==> config.mk <==
export PLATFORM = sky130hd
export DESIGN_NAME = mandelbrot_escape_time
export DESIGN_NICKNAME = d
export VERILOG_FILES = /design/src/design/mbe_pkg.sv /design/src/design/mbe_mul.sv /design/src/design/mbe_core.sv /design/src/design/mandelbrot_escape_time.sv
export SDC_FILE = /design/constraint.sdc
export NUM_CORES = 2
export LEC_CHECK = 0
export BUFFER_PORTS_ARGS = -buffer_cell sky130_fd_sc_hd__clkbuf_2
export CAP_MARGIN = 15
export CORE_ASPECT_RATIO = 0.8
export CORE_UTILIZATION = 30
export DETAILED_ROUTE_END_ITERATION = 10
export GPL_ROUTABILITY_DRIVEN = 0
export HOLD_SLACK_MARGIN = 0.06
export PLACE_DENSITY = 0.45
export SLEW_MARGIN = 20
export SYNTH_ARGS = -nofsm -noshare
export SYNTH_HDL_FRONTEND = slang
export SYNTH_HIERARCHICAL = 1
export SYNTH_SLANG_ARGS = --single-unit
==> constraint.sdc <==
create_clock -name clk -period 32.3 [get_ports clk]
set_input_delay 3.23 -clock clk [delete_from_list [all_inputs] [get_ports clk]]
set_output_delay 3.23 -clock clk [all_outputs]
set_load 0.01 [all_outputs]
==> src/design/mbe_pkg.sv <==
package mbe_pkg;

	localparam int FRAC_BITS = 28;
	localparam int IN_W      = 32;
	localparam int CNT_W     = 16;
	localparam int OUT_W     = 36;
	// working width of z and of the intermediate sums
	localparam int ZW        = 40;
	// operand magnitudes stay below 2^32 on every path, see core
	localparam int MUL_W     = 32;
	localparam int PROD_W    = 2 * MUL_W;

	localparam logic [CNT_W-1:0] LIMIT_RESET = CNT_W'(256);

	typedef struct packed {
		logic signed [IN_W-1:0] point_re;
		logic signed [IN_W-1:0] point_im;
	} point_t;

	typedef struct packed {
		logic [CNT_W-1:0]        iterations;
		logic                    inside_res;
		logic signed [OUT_W-1:0] final_re;
		logic signed [OUT_W-1:0] final_im;
	} result_t;

	typedef struct packed {
		logic [MUL_W-1:0] a;
		logic [MUL_W-1:0] b;
		logic             neg;
	} mul_req_t;

	typedef struct packed {
		logic [PROD_W-1:0] prod;
		logic              neg;
	} mul_rsp_t;

	typedef struct packed {
		logic idle;
		logic done;
	} core_stat_t;

endpackage

==> src/design/mbe_mul.sv <==
module mbe_mul (
	input  logic              clk,
	input  mbe_pkg::mul_req_t req,
	output mbe_pkg::mul_rsp_t rsp
);

	mbe_pkg::mul_rsp_t rsp_q;

	// unsigned magnitude product, sign carried alongside
	always_ff @(posedge clk) begin
		rsp_q.prod <= req.a * req.b;
		rsp_q.neg  <= req.neg;
	end

	assign rsp = rsp_q;

endmodule

==> src/design/mbe_core.sv <==
module mbe_core (
	input  logic                              clk,
	input  logic                              arst_n,
	input  logic                              start,
	input  mbe_pkg::point_t                   point,
	input  logic [mbe_pkg::CNT_W-1:0]         limit,
	input  logic                              take,
	output mbe_pkg::core_stat_t               stat,
	output mbe_pkg::result_t                  res,
	output mbe_pkg::mul_req_t                 mul_req,
	input  mbe_pkg::mul_rsp_t                 mul_rsp
);

	localparam int ZW = mbe_pkg::ZW;

	localparam logic signed [ZW-1:0] FIX_ONE      = ZW'(1) <<< mbe_pkg::FRAC_BITS;
	localparam logic signed [ZW-1:0] FIX_QUARTER  = ZW'(1) <<< (mbe_pkg::FRAC_BITS - 2);
	localparam logic signed [ZW-1:0] FIX_SIXTEEN  = ZW'(1) <<< (mbe_pkg::FRAC_BITS - 4);
	localparam logic signed [ZW-1:0] FIX_TWO      = FIX_ONE <<< 1;
	localparam logic signed [ZW-1:0] FIX_FOUR     = FIX_ONE <<< 2;
	localparam logic signed [ZW-1:0] FIX_TEN      = FIX_ONE * ZW'(10);
	localparam logic signed [ZW-1:0] OUT_MAX      = (ZW'(1) <<< (mbe_pkg::OUT_W - 1)) - ZW'(1);
	localparam logic signed [ZW-1:0] OUT_MIN      = -(ZW'(1) <<< (mbe_pkg::OUT_W - 1));

	typedef enum logic [3:0] {
		ST_IDLE,
		ST_SC_II,
		ST_SC_TT,
		ST_SC_BB,
		ST_SC_Q,
		ST_SC_QT,
		ST_SC_CMP,
		ST_IT_XY,
		ST_IT_Y,
		ST_IT_XX,
		ST_IT_YY,
		ST_IT_CHK,
		ST_DONE
	} state_t;

	function automatic logic [ZW-1:0] mag(input logic signed [ZW-1:0] v);
		return v[ZW-1] ? -v : v;
	endfunction

	function automatic mbe_pkg::mul_req_t mul_op(input logic signed [ZW-1:0] a,
		input logic signed [ZW-1:0] b);
		logic [ZW-1:0]     am;
		logic [ZW-1:0]     bm;
		mbe_pkg::mul_req_t r;
		am    = mag(a);
		bm    = mag(b);
		r.a   = am[mbe_pkg::MUL_W-1:0];
		r.b   = bm[mbe_pkg::MUL_W-1:0];
		r.neg = a[ZW-1] ^ b[ZW-1];
		return r;
	endfunction

	function automatic logic signed [mbe_pkg::OUT_W-1:0] sat(input logic signed [ZW-1:0] v);
		logic signed [ZW-1:0] c;
		c = v;
		if (v > OUT_MAX) c = OUT_MAX;
		if (v < OUT_MIN) c = OUT_MIN;
		return c[mbe_pkg::OUT_W-1:0];
	endfunction

	state_t                        state_q;
	logic signed [mbe_pkg::IN_W-1:0] cr_q;
	logic signed [mbe_pkg::IN_W-1:0] ci_q;
	logic signed [ZW-1:0]          x_q;
	logic signed [ZW-1:0]          y_q;
	logic signed [ZW-1:0]          xsq_q;
	logic signed [ZW-1:0]          ysq_q;
	logic signed [ZW-1:0]          isq_q;
	logic signed [ZW-1:0]          tt_q;
	logic signed [ZW-1:0]          q_q;
	logic signed [ZW-1:0]          qt_q;
	logic                          bulb_q;
	logic [mbe_pkg::CNT_W-1:0]     n_q;

	logic signed [ZW-1:0] cr_w;
	logic signed [ZW-1:0] ci_w;
	logic signed [ZW-1:0] t_w;
	logic signed [ZW-1:0] bx_w;
	logic signed [ZW-1:0] fmag;
	logic signed [ZW-1:0] fres;
	logic signed [ZW-1:0] x_new;
	logic signed [ZW-1:0] y_new;
	logic                 far;
	logic                 big;
	logic                 card;
	logic                 esc;

	assign cr_w = ZW'(cr_q);
	assign ci_w = ZW'(ci_q);
	assign t_w  = cr_w - FIX_QUARTER;
	assign bx_w = cr_w + FIX_ONE;

	// product >> FRAC_BITS, truncated toward zero
	assign fmag = ZW'(mul_rsp.prod[mbe_pkg::PROD_W-1:mbe_pkg::FRAC_BITS]);
	assign fres = mul_rsp.neg ? -fmag : fmag;

	assign far   = (mag(cr_w) >= FIX_TWO) || (mag(ci_w) >= FIX_TWO);
	assign x_new = xsq_q - ysq_q + cr_w;
	assign y_new = (fres <<< 1) + ci_w;
	assign big   = (mag(x_new) >= FIX_FOUR) || (mag(y_new) >= FIX_FOUR);
	assign card  = fres < (isq_q >>> 2);
	assign esc   = (xsq_q + fres) >= FIX_TEN;

	always_comb begin
		mul_req = '0;
		unique case (state_q)
			ST_SC_II:  mul_req = mul_op(ci_w, ci_w);
			ST_SC_TT:  mul_req = mul_op(t_w, t_w);
			ST_SC_BB:  mul_req = mul_op(bx_w, bx_w);
			ST_SC_QT:  mul_req = mul_op(q_q, qt_q);
			ST_IT_XY:  mul_req = mul_op(x_q, y_q);
			ST_IT_XX:  mul_req = mul_op(x_q, x_q);
			ST_IT_YY:  mul_req = mul_op(y_q, y_q);
			// next x*y goes out while the escape test runs
			ST_IT_CHK: mul_req = mul_op(x_q, y_q);
			default:   mul_req = '0;
		endcase
	end

	always_ff @(posedge clk or negedge arst_n) begin
		if (!arst_n) begin
			state_q <= ST_IDLE;
			cr_q    <= '0;
			ci_q    <= '0;
			x_q     <= '0;
			y_q     <= '0;
			xsq_q   <= '0;
			ysq_q   <= '0;
			isq_q   <= '0;
			tt_q    <= '0;
			q_q     <= '0;
			qt_q    <= '0;
			bulb_q  <= 1'b0;
			n_q     <= '0;
		end else begin
			unique case (state_q)
				ST_IDLE: begin
					if (start) begin
						cr_q    <= point.point_re;
						ci_q    <= point.point_im;
						state_q <= ST_SC_II;
					end
				end
				ST_SC_II: begin
					if (far) begin
						x_q     <= '0;
						y_q     <= '0;
						xsq_q   <= '0;
						ysq_q   <= '0;
						n_q     <= '0;
						state_q <= (limit == '0) ? ST_DONE : ST_IT_XY;
					end else begin
						state_q <= ST_SC_TT;
					end
				end
				ST_SC_TT: begin
					isq_q   <= fres;
					state_q <= ST_SC_BB;
				end
				ST_SC_BB: begin
					tt_q    <= fres;
					state_q <= ST_SC_Q;
				end
				ST_SC_Q: begin
					bulb_q  <= (fres + isq_q) < FIX_SIXTEEN;
					q_q     <= tt_q + isq_q;
					qt_q    <= tt_q + isq_q + t_w;
					state_q <= ST_SC_QT;
				end
				ST_SC_QT: begin
					state_q <= ST_SC_CMP;
				end
				ST_SC_CMP: begin
					if (card || bulb_q) begin
						x_q     <= cr_w;
						y_q     <= ci_w;
						n_q     <= limit;
						state_q <= ST_DONE;
					end else begin
						x_q     <= '0;
						y_q     <= '0;
						xsq_q   <= '0;
						ysq_q   <= '0;
						n_q     <= '0;
						state_q <= (limit == '0) ? ST_DONE : ST_IT_XY;
					end
				end
				ST_IT_XY: begin
					state_q <= ST_IT_Y;
				end
				ST_IT_Y: begin
					x_q     <= x_new;
					y_q     <= y_new;
					n_q     <= n_q + 1'b1;
					// a component of 4 or more escapes without squaring
					state_q <= big ? ST_DONE : ST_IT_XX;
				end
				ST_IT_XX: begin
					state_q <= ST_IT_YY;
				end
				ST_IT_YY: begin
					xsq_q   <= fres;
					state_q <= ST_IT_CHK;
				end
				ST_IT_CHK: begin
					ysq_q <= fres;
					if (esc || n_q >= limit) begin
						state_q <= ST_DONE;
					end else begin
						state_q <= ST_IT_Y;
					end
				end
				ST_DONE: begin
					if (take) begin
						state_q <= ST_IDLE;
					end
				end
				default: begin
					state_q <= ST_IDLE;
				end
			endcase
		end
	end

	assign stat.idle = (state_q == ST_IDLE);
	assign stat.done = (state_q == ST_DONE);

	assign res.iterations = n_q;
	assign res.inside_res = (n_q == limit);
	assign res.final_re   = sat(x_q);
	assign res.final_im   = sat(y_q);

endmodule

==> src/design/mandelbrot_escape_time.sv <==
// Flow per point: a far point (|re| or |im| >= 2) skips the cardioid and period-2 bulb test;
// a point inside either, or a zero limit, ends without iterating; else the orbit runs for N
// iterations, stopping at the limit, at |z|^2 >= 10 or when a component reaches 4 or more.
// One point at a time; each iteration uses the shared multiplier for x*y, x*x and y*y.
// Reset (arst_n low, asynchronous): sequencer idle, output empty, iteration_limit = 256.
module mandelbrot_escape_time (
	input  logic                          clk,
	input  logic                          arst_n,
	input  logic                          point_valid,
	output logic                          point_ready,
	input  mbe_pkg::point_t               point,
	output logic                          result_valid,
	input  logic                          result_ready,
	output mbe_pkg::result_t              result,
	input  logic                          cfg_valid,
	output logic                          cfg_ready,
	input  logic [mbe_pkg::CNT_W-1:0]     cfg_data
);

	logic [mbe_pkg::CNT_W-1:0] limit_q;
	logic                      result_valid_q;
	mbe_pkg::result_t          result_q;
	mbe_pkg::core_stat_t       stat;
	mbe_pkg::result_t          core_res;
	mbe_pkg::mul_req_t         mul_req;
	mbe_pkg::mul_rsp_t         mul_rsp;
	logic                      take;

	assign cfg_ready   = 1'b1;
	assign point_ready = stat.idle;
	assign take        = stat.done && (!result_valid_q || result_ready);

	always_ff @(posedge clk or negedge arst_n) begin
		if (!arst_n) begin
			limit_q <= mbe_pkg::LIMIT_RESET;
		end else if (cfg_valid && cfg_ready) begin
			limit_q <= cfg_data;
		end
	end

	always_ff @(posedge clk or negedge arst_n) begin
		if (!arst_n) begin
			result_valid_q <= 1'b0;
		end else if (take) begin
			result_valid_q <= 1'b1;
		end else if (result_ready) begin
			result_valid_q <= 1'b0;
		end
	end

	always_ff @(posedge clk) begin
		if (take) begin
			result_q <= core_res;
		end
	end

	assign result_valid = result_valid_q;
	assign result       = result_q;

	mbe_core u_core (
		.clk     (clk),
		.arst_n  (arst_n),
		.start   (point_valid && point_ready),
		.point   (point),
		.limit   (limit_q),
		.take    (take),
		.stat    (stat),
		.res     (core_res),
		.mul_req (mul_req),
		.mul_rsp (mul_rsp)
	);

	mbe_mul u_mul (
		.clk (clk),
		.req (mul_req),
		.rsp (mul_rsp)
	);

endmodule

---- Word level (Yosys, flattened, before mapping) ----
Index checks and enable logic that the tools add are counted.
storage, ports and cells
  RAM bits ................................ 0
  memories ................................ 0
  bits in latches ......................... 0
  bits of input ports ..................... 85
  bits in read-only memories .............. 0
  output and inout bits ................... 92
  flip-flop bits (word level) ............. 576
operators by class
  magnitude comparators ................... 12
  $add $sub $neg .......................... 21
  bitwise operators ....................... 2
  reductions and logical operators ........ 20
  divide/modulo/power cells ............... 0
  eq/ne operators ......................... 17
  mux-type cells .......................... 35
  $mul .................................... 1
  shift operators ......................... 0
operator list
  kind                      number
  $pmux W40 S3              4
  $pmux W65 S7              1
  $mux W40                  9
  $mux W32                  6
  $neg A32 Y32              6
  $add A40 B40 Y40          3
  $add A40 B32 Y40          2
  $ge A40 B30 Y1 const B    2
  $ge A40 B31 Y1 const B    2
  $gt A40 B36 Y1 const B    2
  $lt A40 B36 Y1 const B    2
  $neg A32 Y40              2
  $neg A40 Y40              2
  $mux W36                  2
  $mul A32 B32 Y64          1
  $pmux W4 S13              1
  $pmux W16 S3              1
  $add A40 B33 Y40          1
  $ge A40 B33 Y1 const B    1
  $lt A40 B26 Y1 const B    1
  $lt A40 B38 Y1            1
  $neg A36 Y40              1
  $sub A40 B40 Y40          1
  $add A32 B30 Y33 const B  1
  other kinds (25)          53

---- Logic depth before layout (Yosys ltp) ----
  word-level depth ........................ 9
  depth in mapped cells ................... 42
  depth with buffers taken out ............ 40

---- Modules after synthesis ----
Netlist, hierarchy kept.
modules (own cells, without submodules)
  module                  cells an instance  area each (um^2)  sequential area each (um^2)  times used
  mbe_core                4448               36698.9           9784.4                       1
  mbe_mul                 3735               34628.2           1301.2                       1
  mandelbrot_escape_time  130                3384.5            3099.2                       1

---- Worst setup path before layout ----
OpenSTA, ideal clock, no wires.
  path kind ............................... reg-to-reg
  start point ............................. register u_core.y_q[8]
  end point ............................... register u_mul.rsp_q, in the netlist u_mul/rsp[62]
  stages on the path, launching flop included .. 37
  path slack .............................. 21984 ps
  library setup time ...................... 88 ps
  period minus slack after synthesis ...... 10316 ps
  arrival time ............................ 10228 ps
  buffers on the path ..................... 2
  cells stage by stage .................... dfrtp_1 -> or4_1 -> nor4_1 -> inv_1 -> or4_1 -> or4_1 -> or3_1 -> or4_1 -> o21ai_0 -> xor2_1 -> o211ai_1 -> clkbuf_1 -> nand2_1 -> fa_1 -> fa_1 -> inv_1 -> fa_1 -> inv_1 -> fa_1 -> inv_1 -> fa_1 -> fa_1 -> fa_1 -> inv_1 -> fa_1 -> inv_1 -> ha_1 -> buf_6 -> a21o_1 -> a31o_1 -> a221oi_2 -> o221ai_1 -> a21o_1 -> a311o_2 -> a41oi_4 -> o21ai_2 -> a311oi_2
RTL lines
  element                 line             text
  from (decl)             mbe_core.sv:70   logic signed [ZW-1:0] y_q;
  from (signal assigned)  mbe_core.sv:181  y_q <= ci_w;
  from (signal assigned)  mbe_core.sv:198  y_q <= y_new;
  to (decl)               mbe_mul.sv:7     mbe_pkg::mul_rsp_t rsp_q;

==> out/results.txt <==
cell area after layout: 0.08068 mm^2
average routed wire per standard cell: 25.36 um
floorplan row count: 162
Die Wd: 556.5 um
TritonCTS clock tree: built
worst-case clock buffer depth: 3
Crit path arrival time: 12880 ps
effective utilization at floorplan: 0.3024
largest fanout on the critical path: 33
Post-Route WL: 292100 um
net total in the final layout: 9772
maximum number of pins on one net before global-route repair: 147
yosys warns: 6
clock period minus worst slack: 12300 ps
half-perimeter wire length after detailed placement: 231300 um
Clock transition at path regs: 60 ps
longest individual stage delay on the worst path: 950 ps
Die Footprint: 0.2480 mm^2
final-report hold violation count: 0
number of antenna violations at the first check in global routing: 25
total number of vias: 61430
slowest library cell on the worst path: sky130_fd_sc_hd__a22oi_1
count of pins over their slew limit: 0
Clock Latency Late Sink: 670 ps
number of remaining DRC errors: 0
critical setup path kind: flip-flop to flip-flop
count of instances resized after the clock tree is built: 0
number of placed I/O pins: 177
outcome: complete, no violations
placed inst area: 0.07842 mm^2
Pre-Repair DR Iteration Count: 9
placed instance count: 11390
Cell Count, Final, Fillers Out: 11520
final setup vio count: 0
first-pass GRT wire length: 426800 um
Req. time, crit path: 32870 ps
kind of capture point of the worst setup path: flip-flop
transition time at the pin with the least slew margin: 1116 ps
skew final: 29.43 ps
total global-route track usage: 0.2341
cell area after synthesis: 0.07379 mm^2
cell type with the highest occurrence count on the critical path: sky130_fd_sc_hd__fa_1
mean post-synth cell area: 8.965 um^2
Post-CTS Setup Bufs: 0
total number of H-tree levels: 3
post-synthesis net count: 9821
placeable core region: 0.2440 mm^2
overall die height: 445.6 um
Synth Instances: 8231
crit share post-route: 0.3808
highest attainable clock frequency: 81.30 MHz
total CTS buffers: 66
mean number of vias per cell: 5.333
Root Buffer Master: sky130_fd_sc_hd__clkbuf_16
summed negative setup slack over all endpoints: 0 ps
fill count: 25490
unrepaired setup endpoints after global routing: no
Hold Worst Slack: 480.5 ps
DR iter-0 viols: 6644
CTS Hold Buffers Added: 0
headroom to the max-slew limit: 0.2369
Detail Route Antenna Nets: 0
number of global-route vias before repair: 61120
count of buffers from port buffering: 175
total grt overflow: 0
Sink Count: 534
layout cell share with drive strength beyond 1: 0.08310
Critical Path Start Type: flip-flop
area overhead of the layout relative to synthesis: 9.334%
worst min-delay path class: flip-flop to flip-flop
total of max-cap violations: 0
-- routing by layer --
metal,share of wire,wire (um),GRT usage
met1,0.49,143000,0.3659
met3,0.10,29730,0.05955
met5,0.000062,18,0
met2,0.39,112800,0.3151
met4,0.023,6652,0.05052
-- placed cells by master, fill, tap and decap left out, types with 46 or more instances in the layout --
cell / instances
sky130_fd_sc_hd__mux2_2: 106
sky130_fd_sc_hd__and3_1: 50
sky130_fd_sc_hd__o22ai_1: 46
sky130_fd_sc_hd__nand4_1: 58
sky130_fd_sc_hd__o21ai_0: 330
sky130_fd_sc_hd__ha_1: 566
sky130_fd_sc_hd__clkbuf_2: 174
sky130_fd_sc_hd__a221o_1: 52
sky130_fd_sc_hd__nor2_1: 333
sky130_fd_sc_hd__dfrtp_1: 406
sky130_fd_sc_hd__xnor2_1: 174
sky130_fd_sc_hd__xor2_1: 218
sky130_fd_sc_hd__a21oi_1: 321
sky130_fd_sc_hd__inv_1: 1195
sky130_fd_sc_hd__clkbuf_16: 71
sky130_fd_sc_hd__nand2_1: 866
sky130_fd_sc_hd__o31ai_1: 73
sky130_fd_sc_hd__edfxtp_1: 89
sky130_fd_sc_hd__nor3_1: 113
sky130_fd_sc_hd__fa_1: 939
sky130_fd_sc_hd__nand3_1: 89
sky130_fd_sc_hd__a211oi_1: 101
sky130_fd_sc_hd__nand2b_1: 48
sky130_fd_sc_hd__and2_1: 629
sky130_fd_sc_hd__buf_4: 128
sky130_fd_sc_hd__a21o_1: 165
sky130_fd_sc_hd__o21a_1: 108
-- worst paths after layout --
path	startpoint	to	slack, ps	cells past startpoint
hold / removal	u_core/tt_q[28]	u_core/tt_q[28]	480	2
max in group asynchronous	arst_n	u_core/qt_q[7]	27510	3
setup / recovery	u_core/cr_q[26]	u_mul/rsp[62]	20000	33
min in group asynchronous	arst_n	u_core/xsq_q[36]	2580	1
setup reg to reg	u_core/cr_q[26]	u_mul/rsp[62]	20000	33
hold reg to reg	u_core/tt_q[28]	u_core/tt_q[28]	480	2
-- worst max-delay path: cells and delay by family, from the launching register on --
kind	cells	cell delay, ps
AO/OA/AOI/OAI	10	3330
adder cells (fa/ha/maj)	10	4810
buffers and inverters	5	1150
flip-flops	1	570
AND/OR/NAND/NOR	8	2240
-- metrics by stage --
step	setup slack (ps)	util
after floorplan	21980	-
after global placement	20220	0.3213
after detailed placement	20260	0.3213
after CTS	20180	0.3303
after global routing	19700	0.3305
final	20000	0.3306
-- cell type report --
| type | count | area, um^2 | area share |
|---|---|---|---|
| well taps | 3280 | 4104 | 0.05087 |
| clock buffers | 95 | 1947 | 0.02413 |
| multi-input cells | 6078 | 54350 | 0.6737 |
| diodes | 7 | 17.52 | 0.0002171 |
| clock inverters | 22 | 239.0 | 0.002962 |
| repair buffers | 306 | 1906 | 0.02362 |
| flip-flops and latches | 534 | 13630 | 0.1689 |
| inverters | 1196 | 4489 | 0.05565 |
-- registers in the layout (all words and copies together) (netlist names), 4 cells and up --
name / cells
u_core/xsq_q: 40
result: 89
u_core/ci_q: 32
u_core/isq_q: 40
u_core/tt_q: 40
u_core/cr_q: 32
u_core/n_q: 16
u_mul/rsp: 37
u_core/qt_q: 33
limit_q: 16
u_core/q_q: 33
u_core/state_q: 4
u_core/ysq_q: 40
u_core/y_q: 40
u_core/x_q: 40
Power is left out: the tool's default activity adds up to more than one toggle a clock period on the data nets, which glitch-free logic cannot reach.
